**src/rtl/sfd_pkg.sv**
```systemverilog
`default_nettype none

package sfd_pkg;

    // Width of every operand and result word.
    localparam int WORD_W = 32;

    // Saturation codes for the quotient.
    localparam logic [WORD_W-1:0] QUO_MOST_NEG = 32'h8000_0000;
    localparam logic [WORD_W-1:0] QUO_MOST_POS = 32'h7FFF_FFFF;

    // One input beat.
    typedef struct packed {
        logic signed [WORD_W-1:0] dividend;
        logic signed [WORD_W-1:0] divisor;
    } sfd_in_t;

    // One result beat.
    typedef struct packed {
        logic signed [WORD_W-1:0] quotient;
        logic                     saturated;
    } sfd_out_t;

    // Control bits that travel down the pipeline with each beat.
    typedef struct packed {
        logic valid;
        logic sat;
        logic differ;
    } sfd_ctl_t;

endpackage

`default_nettype wire

```
**src/rtl/saturating_fixed_divide_16_16.sv**
```systemverilog
// Path: a beat accepted at a clock edge passes through the front end, one divider stage
// per quotient bit and the back end's output register before it is strobed on result.
// Throughput: one beat per cycle once busy is low; the restoring divider has one
// register stage per quotient bit, so the pipeline depth sets the latency and nothing limits the rate.
// Reset: rst_n clears every valid bit at once; busy is high during reset and for
// the first cycle after it, then stays low, since the receiver cannot stall results.
`default_nettype none

module saturating_fixed_divide_16_16 #(
    parameter int FRACTION_BITS = 16
) (
    input  wire logic                  clk,
    input  wire logic                  rst_n,
    input  wire logic                  start,
    output logic                       busy,
    input  wire sfd_pkg::sfd_in_t      operands,
    output logic                       result_valid,
    output sfd_pkg::sfd_out_t          result
);
    import sfd_pkg::*;

    // With the overflow guard passed, the quotient is known to fit in
    // 2*FRACTION_BITS-1 bits, so the divider needs only that many steps.
    localparam int QUO_BITS = 2 * FRACTION_BITS - 1;

    // Two front stages, one stage per quotient bit, one output stage.
    localparam int LATENCY = QUO_BITS + 3;

    // Ready comes up in the cycle after reset is released and stays up.
    logic ready_reg;
    logic accept;

    always_ff @(posedge clk or negedge rst_n)
    begin
        if (!rst_n)
        begin
            ready_reg <= 1'b0;
        end
        else
        begin
            ready_reg <= 1'b1;
        end
    end

    assign busy   = ~ready_reg;
    assign accept = start & ~busy;

    // Pipeline buses: index k is the input of divider step k, index
    // QUO_BITS is the output of the last step.
    sfd_ctl_t            ctl_s [0:QUO_BITS];
    logic [WORD_W-1:0]   rem_s [0:QUO_BITS];
    logic [WORD_W-1:0]   mb_s  [0:QUO_BITS];
    logic [QUO_BITS-1:0] num_s [0:QUO_BITS];
    logic [QUO_BITS-1:0] quo_s [0:QUO_BITS];

    // The front end forms the operand magnitudes and the result sign,
    // then runs the overflow guard and loads the partial remainder with
    // the high bits of the shifted dividend magnitude.
    sfd_front #(
        .FRACTION_BITS (FRACTION_BITS),
        .QUO_BITS      (QUO_BITS)
    ) u_front (
        .clk      (clk),
        .rst_n    (rst_n),
        .accept   (accept),
        .operands (operands),
        .ctl_out  (ctl_s[0]),
        .rem_out  (rem_s[0]),
        .mb_out   (mb_s[0]),
        .num_out  (num_s[0])
    );

    assign quo_s[0] = '0;

    // Each divider step produces one quotient bit, most significant
    // first. Saturated beats flow through unchanged in timing; their
    // quotient bits are ignored at the output.
    generate
        for (genvar k = 0; k < QUO_BITS; k++)
        begin : g_step
            sfd_div_stage #(
                .QUO_BITS (QUO_BITS)
            ) u_step (
                .clk     (clk),
                .rst_n   (rst_n),
                .ctl_in  (ctl_s[k]),
                .rem_in  (rem_s[k]),
                .mb_in   (mb_s[k]),
                .num_in  (num_s[k]),
                .quo_in  (quo_s[k]),
                .ctl_out (ctl_s[k+1]),
                .rem_out (rem_s[k+1]),
                .mb_out  (mb_s[k+1]),
                .num_out (num_s[k+1]),
                .quo_out (quo_s[k+1])
            );
        end
    endgenerate

    // The back end applies the sign or substitutes the saturation code
    // and registers the result beat for its single strobe cycle.
    sfd_back #(
        .QUO_BITS (QUO_BITS)
    ) u_back (
        .clk          (clk),
        .rst_n        (rst_n),
        .ctl_in       (ctl_s[QUO_BITS]),
        .quo_in       (quo_s[QUO_BITS]),
        .result_valid (result_valid),
        .result       (result)
    );

`ifndef ASSERT_OFF
    // Every accepted beat comes out on result_valid once it has passed the whole pipeline.
    a_beat_out: assert property (@(posedge clk) disable iff (!rst_n)
        accept |-> ##LATENCY result_valid)
        else $error("accepted beat did not produce a result");

    // No result appears without a beat accepted the whole pipeline depth before.
    a_no_phantom: assert property (@(posedge clk) disable iff (!rst_n)
        result_valid |-> $past(accept, LATENCY))
        else $error("result strobe without an accepted beat");
`endif

endmodule

`default_nettype wire

```
**src/rtl/sfd_front.sv**
```systemverilog
`default_nettype none

module sfd_front #(
    parameter int FRACTION_BITS = 16,
    parameter int QUO_BITS      = 2 * FRACTION_BITS - 1
) (
    input  wire logic                  clk,
    input  wire logic                  rst_n,
    input  wire logic                  accept,
    input  wire sfd_pkg::sfd_in_t      operands,
    output sfd_pkg::sfd_ctl_t          ctl_out,
    output logic [31:0]                rem_out,
    output logic [31:0]                mb_out,
    output logic [QUO_BITS-1:0]        num_out
);
    import sfd_pkg::*;

    localparam int NUM_W = WORD_W + FRACTION_BITS;

    // Stage 1: operand magnitudes and result sign.
    sfd_ctl_t          ctl1_reg;
    sfd_ctl_t          ctl1_next;
    logic [WORD_W-1:0] ma_reg;
    logic [WORD_W-1:0] ma_next;
    logic [WORD_W-1:0] mb1_reg;
    logic [WORD_W-1:0] mb1_next;

    // Stage 2: overflow guard and divider setup.
    sfd_ctl_t          ctl2_reg;
    sfd_ctl_t          ctl2_next;
    logic [WORD_W-1:0] rem_reg;
    logic [WORD_W-1:0] rem_next;
    logic [WORD_W-1:0] mb2_reg;
    logic [QUO_BITS-1:0] num_reg;
    logic [QUO_BITS-1:0] num_next;

    logic [WORD_W:0]   guard_lhs;
    logic [NUM_W-1:0]  num_full;

    // The magnitude of the most negative word wraps to itself, which is
    // exactly 2^31 when read as unsigned.
    always_comb
    begin
        ma_next  = operands.dividend[WORD_W-1] ? (~operands.dividend + 32'd1)
                                                : operands.dividend;
        mb1_next = operands.divisor[WORD_W-1] ? (~operands.divisor + 32'd1)
                                               : operands.divisor;
        ctl1_next.valid  = accept;
        ctl1_next.sat    = 1'b0;
        ctl1_next.differ = operands.dividend[WORD_W-1] ^ operands.divisor[WORD_W-1];
    end

    generate
        if (FRACTION_BITS >= 2)
        begin : g_guard_shr
            assign guard_lhs = {1'b0, ma_reg >> (FRACTION_BITS - 2)};
        end
        else
        begin : g_guard_shl
            assign guard_lhs = {ma_reg, 1'b0};
        end
    endgenerate

    // The guard bounds the quotient below 2^QUO_BITS, so the partial
    // remainder may start from the bits above the low QUO_BITS of the
    // shifted dividend.
    always_comb
    begin
        num_full         = {ma_reg, {FRACTION_BITS{1'b0}}};
        num_next         = num_full[QUO_BITS-1:0];
        rem_next         = WORD_W'(num_full >> QUO_BITS);
        ctl2_next.valid  = ctl1_reg.valid;
        ctl2_next.sat    = guard_lhs >= {1'b0, mb1_reg};
        ctl2_next.differ = ctl1_reg.differ;
    end

    always_ff @(posedge clk or negedge rst_n)
    begin
        if (!rst_n)
        begin
            ctl1_reg <= '0;
            ctl2_reg <= '0;
        end
        else
        begin
            ctl1_reg <= ctl1_next;
            ctl2_reg <= ctl2_next;
        end
    end

    always_ff @(posedge clk)
    begin
        ma_reg  <= ma_next;
        mb1_reg <= mb1_next;
        rem_reg <= rem_next;
        mb2_reg <= mb1_reg;
        num_reg <= num_next;
    end

    assign ctl_out = ctl2_reg;
    assign rem_out = rem_reg;
    assign mb_out  = mb2_reg;
    assign num_out = num_reg;

`ifndef ASSERT_OFF
    // A zero divisor must always take the saturating path.
    a_zero_divisor_sat: assert property (@(posedge clk) disable iff (!rst_n)
        ctl2_reg.valid && (mb2_reg == '0) |-> ctl2_reg.sat)
        else $error("zero divisor did not saturate");
`endif

endmodule

`default_nettype wire

```
**src/rtl/sfd_div_stage.sv**
```systemverilog
`default_nettype none

module sfd_div_stage #(
    parameter int QUO_BITS = 31
) (
    input  wire logic                  clk,
    input  wire logic                  rst_n,
    input  wire sfd_pkg::sfd_ctl_t     ctl_in,
    input  wire logic [31:0]           rem_in,
    input  wire logic [31:0]           mb_in,
    input  wire logic [QUO_BITS-1:0]   num_in,
    input  wire logic [QUO_BITS-1:0]   quo_in,
    output sfd_pkg::sfd_ctl_t          ctl_out,
    output logic [31:0]                rem_out,
    output logic [31:0]                mb_out,
    output logic [QUO_BITS-1:0]        num_out,
    output logic [QUO_BITS-1:0]        quo_out
);
    import sfd_pkg::*;

    sfd_ctl_t            ctl_reg;
    logic [WORD_W-1:0]   rem_reg;
    logic [WORD_W-1:0]   rem_next;
    logic [WORD_W-1:0]   mb_reg;
    logic [QUO_BITS-1:0] num_reg;
    logic [QUO_BITS-1:0] num_next;
    logic [QUO_BITS-1:0] quo_reg;
    logic [QUO_BITS-1:0] quo_next;

    logic [WORD_W:0]     trial;
    logic [WORD_W+1:0]   diff;
    logic                take;

    // One restoring step: bring down the next dividend bit and subtract
    // the divisor if it fits.
    always_comb
    begin
        trial    = {rem_in, num_in[QUO_BITS-1]};
        diff     = {1'b0, trial} - {2'b00, mb_in};
        take     = ~diff[WORD_W+1];
        rem_next = take ? diff[WORD_W-1:0] : trial[WORD_W-1:0];
        num_next = num_in << 1;
        quo_next = (quo_in << 1) | QUO_BITS'(take);
    end

    always_ff @(posedge clk or negedge rst_n)
    begin
        if (!rst_n)
        begin
            ctl_reg <= '0;
        end
        else
        begin
            ctl_reg <= ctl_in;
        end
    end

    always_ff @(posedge clk)
    begin
        rem_reg <= rem_next;
        mb_reg  <= mb_in;
        num_reg <= num_next;
        quo_reg <= quo_next;
    end

    assign ctl_out = ctl_reg;
    assign rem_out = rem_reg;
    assign mb_out  = mb_reg;
    assign num_out = num_reg;
    assign quo_out = quo_reg;

`ifndef ASSERT_OFF
    // On the dividing path the partial remainder stays below the divisor.
    a_rem_below_divisor: assert property (@(posedge clk) disable iff (!rst_n)
        ctl_reg.valid && !ctl_reg.sat |-> rem_reg < mb_reg)
        else $error("partial remainder not below divisor");
`endif

endmodule

`default_nettype wire

```
**src/rtl/sfd_back.sv**
```systemverilog
`default_nettype none

module sfd_back #(
    parameter int QUO_BITS = 31
) (
    input  wire logic                  clk,
    input  wire logic                  rst_n,
    input  wire sfd_pkg::sfd_ctl_t     ctl_in,
    input  wire logic [QUO_BITS-1:0]   quo_in,
    output logic                       result_valid,
    output sfd_pkg::sfd_out_t          result
);
    import sfd_pkg::*;

    localparam int QUO_W = (QUO_BITS > WORD_W) ? QUO_BITS : WORD_W;

    logic              valid_reg;
    sfd_out_t          result_reg;
    sfd_out_t          result_next;
    logic [QUO_W-1:0]  quo_wide;
    logic [WORD_W-1:0] mag;

    // Wide settings keep only the low word of the quotient.
    always_comb
    begin
        quo_wide = QUO_W'(quo_in);
        mag      = quo_wide[WORD_W-1:0];
        if (ctl_in.sat)
        begin
            result_next.quotient = ctl_in.differ ? $signed(QUO_MOST_NEG)
                                                 : $signed(QUO_MOST_POS);
        end
        else
        begin
            result_next.quotient = ctl_in.differ ? $signed(~mag + 32'd1) : $signed(mag);
        end
        result_next.saturated = ctl_in.sat;
    end

    always_ff @(posedge clk or negedge rst_n)
    begin
        if (!rst_n)
        begin
            valid_reg <= 1'b0;
        end
        else
        begin
            valid_reg <= ctl_in.valid;
        end
    end

    always_ff @(posedge clk)
    begin
        result_reg <= result_next;
    end

    assign result_valid = valid_reg;
    assign result       = result_reg;

`ifndef ASSERT_OFF
    // A saturated beat carries one of the two extreme codes.
    a_sat_code: assert property (@(posedge clk) disable iff (!rst_n)
        result_valid && result.saturated |->
            (result.quotient == $signed(QUO_MOST_NEG)) ||
            (result.quotient == $signed(QUO_MOST_POS)))
        else $error("saturated quotient is not an extreme code");
`endif

endmodule

`default_nettype wire

```
**config.mk**
```make
export PLATFORM = sky130hd
export DESIGN_NAME = saturating_fixed_divide_16_16
export DESIGN_NICKNAME = d
export VERILOG_FILES = /design/src/rtl/sfd_pkg.sv /design/src/rtl/saturating_fixed_divide_16_16.sv /design/src/rtl/sfd_front.sv /design/src/rtl/sfd_div_stage.sv /design/src/rtl/sfd_back.sv
export SDC_FILE = /design/constraint.sdc
export NUM_CORES = 2
export LEC_CHECK = 0
export BUFFER_PORTS_ARGS = -buffer_cell sky130_fd_sc_hd__buf_2
export CAP_MARGIN = 20
export CELL_PAD_IN_SITES_DETAIL_PLACEMENT = 1
export CELL_PAD_IN_SITES_GLOBAL_PLACEMENT = 1
export CORE_MARGIN = 4
export CORE_UTILIZATION = 45
export CTS_CLUSTER_DIAMETER = 30
export DETAILED_ROUTE_END_ITERATION = 12
export HOLD_SLACK_MARGIN = 0.03
export PLACE_DENSITY = 0.72
export SETUP_SLACK_MARGIN = 0.05
export SLEW_MARGIN = 20
export SYNTH_ARGS = -nofsm -noshare
export SYNTH_HDL_FRONTEND = slang
export SYNTH_SLANG_ARGS = --single-unit
```
**constraint.sdc**
```tcl
create_clock -name clk -period 3.7 [get_ports clk]
set_input_delay 0.74 -clock clk [delete_from_list [all_inputs] [get_ports clk]]
set_output_delay 0.74 -clock clk [all_outputs]
set_load 0.01 [all_outputs]
```
==> results.py <==
metrics = {
    "status": {
        "run_status": "finished with violations",
        "violations": "negative setup slack",
    },
    "critical_path": {
        "r2r_end": "g_step[8].u_step.rem_out[30]$_DFF_P_",
        "end_kind": "flop",
        "ff2ff_path_depth": 19,
        "path_max_fanout": 3,
        "rrSetupSlack_ns": -0.10,
        "worstSetupPathType": "flop to flop",
        "start_kind": "flop",
        "crit_required_ns": 4.56,
        "worstPathArrival_ns": 4.66,
        "rr_startpoint": "g_step[7].u_step.num_out[30]$_DFF_P_",
    },
    "synth": {
        "synthDistinctLibCells": 102,
        "netlist_area_um2": 117000,
        "netlist_top_cells_count": "dfxtp_1, inv_1, a21oi_1",
        "synthTopCellsByArea": "dfxtp_1, ha_1, a21oi_1",
        "synth-seq-cells": 2782,
        "yosysWarnings": 0,
        "ys.flop_type": "dfxtp_1",
        "yosysTopAreaCellShare_pct": 46.0,
        "async_reset_ff_share_pct": 3.59,
        "netlist_instances": 12100,
        "synth_most_common_cell": "dfxtp_1",
        "synth.avg_cell_area_um2": 9.68,
        "synth-seq-area-share_pct": 48.2,
        "synth_edf_count": 0,
        "synth_top_area_cell": "dfxtp_1",
    },
    "sta": {
        "fmax_mhz": 263,
        "slew-limit-headroom_pct": 35.9,
        "drv_slew": 0,
        "fin_crit_sh_pct": 103,
        "hold_viol": 0,
        "fin_crit_ns": 3.80,
        "rsz0062_at_grt": "true",
        "worst_slew_pin_slew_ns": 0.962,
        "fin_setup_tns_ns": -0.213,
        "whs_ns": 0.247,
        "setup_viol": 6,
        "setup_slack_ns": -0.103,
        "finClkSkew_ns": 0.0696,
    },
    "placement": {
        "gp_congestion": 0.911,
        "numPortBuffers": 101,
        "placed_area_um2": 126000,
        "hpwlAfterDp_mm": 223,
        "post-place-cells": 16000,
        "place_ws_ns": -0.553,
    },
    "global_route": {
        "grt.overflow.total": 0,
        "grtUsageTotal_pct": 24.1,
        "grt_max_degree": 61,
        "antenna_found_initial": 6,
        "grt_pass1_wl_mm": 531,
        "first_global_vias": 106000,
    },
    "floorplanning": {
        "initial_core_util_pct": 45.3,
        "die_w_um": 517,
        "rows": 186,
        "fp.dieH_um": 517,
        "core_area_um2": 257000,
        "dieArea_um2": 267000,
        "io_pins": 102,
    },
    "clocking": {
        "clk_pin_slew_ns": 0.05,
        "htreeDepth": 6,
        "cts.sinks": 2782,
        "clock_path_buffers": 4,
        "cts_tree": "done",
        "clockRootBuffer": "clkbuf_16",
        "numCtsBuffers": 594,
        "clk_latency_ns": 1.02,
    },
    "layout": {
        "final_core_util_pct": 59.4,
        "finalNonFillerCells": 17400,
        "seq_area_um2": 56200,
        "fill_cells": 27500,
        "fin_area_um2": 153000,
        "drive_gt1_share_pct": 19.6,
        "nets": 14600,
        "area_growth_syn_to_layout_pct": 31.1,
        "multi_input_area_um2": 57500,
    },
    "drt": {
        "route.detailed.drc": 0,
        "routedWlPerCell_um": 19.5,
        "dr.pass1.iters": 5,
        "ant_nets": 0,
        "num_vias": 92500,
        "drt-vias-per-instance": 5.32,
        "drt_iter0_markers": 3107,
        "drt-total-wl_mm": 340,
    },
    "pwr": {
        "p_leak_nw": 70.8,
        "finalPower_mw": 178,
        "irDropWorstVdd_mv": 0.568,
        "powerDensity_nw_per_um2": 1170,
    },
    "run": {
        "drv_cap": 0,
    },
    "hold_path": {
        "hold_path_depth": 3,
        "whs_endpoint": "u_front.mb1_reg[1]$_DFF_P_",
        "min-delay-start": "operands[1]",
        "hold_class": "input port to flop",
    },
}
## cells in the final DEF (no fill, tap or decap), types with 70 or more instances in the layout
cell type / synthesis / final
xnor2_1: 512 / 511
clkinv_2: 0 / 87
o21bai_1: 105 / 103
ha_1: 983 / 950
dlygate4sd3_1: 0 / 70
clkbuf_8: 0 / 96
clkbuf_1: 152 / 78
nor2b_1: 102 / 97
buf_4: 4 / 804
o21ai_0: 775 / 686
dfxtp_1: 2682 / 2668
xor2_1: 334 / 332
o21a_1: 106 / 102
nor2_1: 767 / 748
dfrtp_1: 100 / 98
nand2_1: 803 / 793
nor3_1: 108 / 101
clkbuf_16: 0 / 617
a21o_1: 466 / 465
mux2_2: 265 / 259
o21ai_1: 30 / 75
a31oi_1: 110 / 93
nand3_1: 140 / 135
nand2b_1: 158 / 156
bufinv_16: 0 / 73
buf_2: 67 / 100
a21oi_1: 1048 / 991
nand4_1: 88 / 88
inv_1: 1215 / 1206
## area by class of cell
cell class                      count  area share (%)
Multi-Input combinational cell   7830            37.6
Sequential cell                  2782            36.8
Clock buffer                      774            10.9
Timing Repair Buffer             1063            5.87
Clock inverter                    313            3.10
Inverter                         1217            3.00
Tap cell                         3384            2.77
Antenna cell                       20          0.0327
## timing repair
item                                    in CTS  in global routing
resized for setup                          231                370
hold endpoints to repair                   104                  0
endpoints found under the setup margin     710                714
buffers inserted                            60                 75
gates cloned                                10                 17
hold buffers                                70                  0
pin swaps                                   81                182
## kinds of logic after synthesis
family	count (synthesis)	share of synthesized area, %
fa+ha+maj	1013	11.1
flops	2782	48.2
other cells	2	0.00644
xor+xnor	846	6.35
buf+inv	1450	4.76
compound gates	3204	17.0
simple gates	2459	9.72
mux	300	2.88
## worst max-delay path: stages, from the launching register on
cell	delay, ns
dfxtp_2	0.32
inv_2	0.08
buf_6	0.10
ha_4	0.14
inv_4	0.04
fa_2	0.38
a211oi_2	0.25
o21bai_2	0.11
or2_4	0.25
a211oi_2	0.20
buf_4	0.16
o32ai_4	0.09
o41ai_4	0.26
buf_4	0.18
nor3_4	0.05
buf_4	0.14
o32a_1	0.37
nand4_1	0.14
o311ai_2	0.11
mux2_4	0.28
## layer usage
metal,vias up,track usage [%],wire length [um]
li1,44600,-,-
met1,44900,20.8,109000
met2,1837,50.5,197000
met3,1202,3.61,9730
met4,0,14.6,24000
met5,-,0,0
## where the power goes
part	total (mW)	switching [mW]	internal [mW]
registers	44.7	4.93	39.8
logic	78.2	42.4	35.8
clock network	55.2	18.1	37.1
## worst max path at each step
stage                                               startpoint                                   end  slack, ns  cells after the start
final                     g_step[7].u_step.num_out[30]$_DFF_P_  g_step[8].u_step.rem_out[30]$_DFF_P_      -0.10                     19
after global routing      g_step[7].u_step.num_out[30]$_DFF_P_  g_step[8].u_step.rem_out[30]$_DFF_P_      -0.26                     19
after CTS                 g_step[7].u_step.num_out[30]$_DFF_P_  g_step[8].u_step.rem_out[28]$_DFF_P_      -0.16                     17
after detailed placement  g_step[7].u_step.num_out[30]$_DFF_P_  g_step[8].u_step.rem_out[30]$_DFF_P_      -0.55                     18
after global placement    g_step[7].u_step.num_out[30]$_DFF_P_  g_step[8].u_step.rem_out[30]$_DFF_P_      -0.56                     18
after floorplan           g_step[7].u_step.num_out[30]$_DFF_P_  g_step[8].u_step.rem_out[28]$_DFF_P_       0.29                     15
Note: power is estimated with default switching activity, not from simulation.
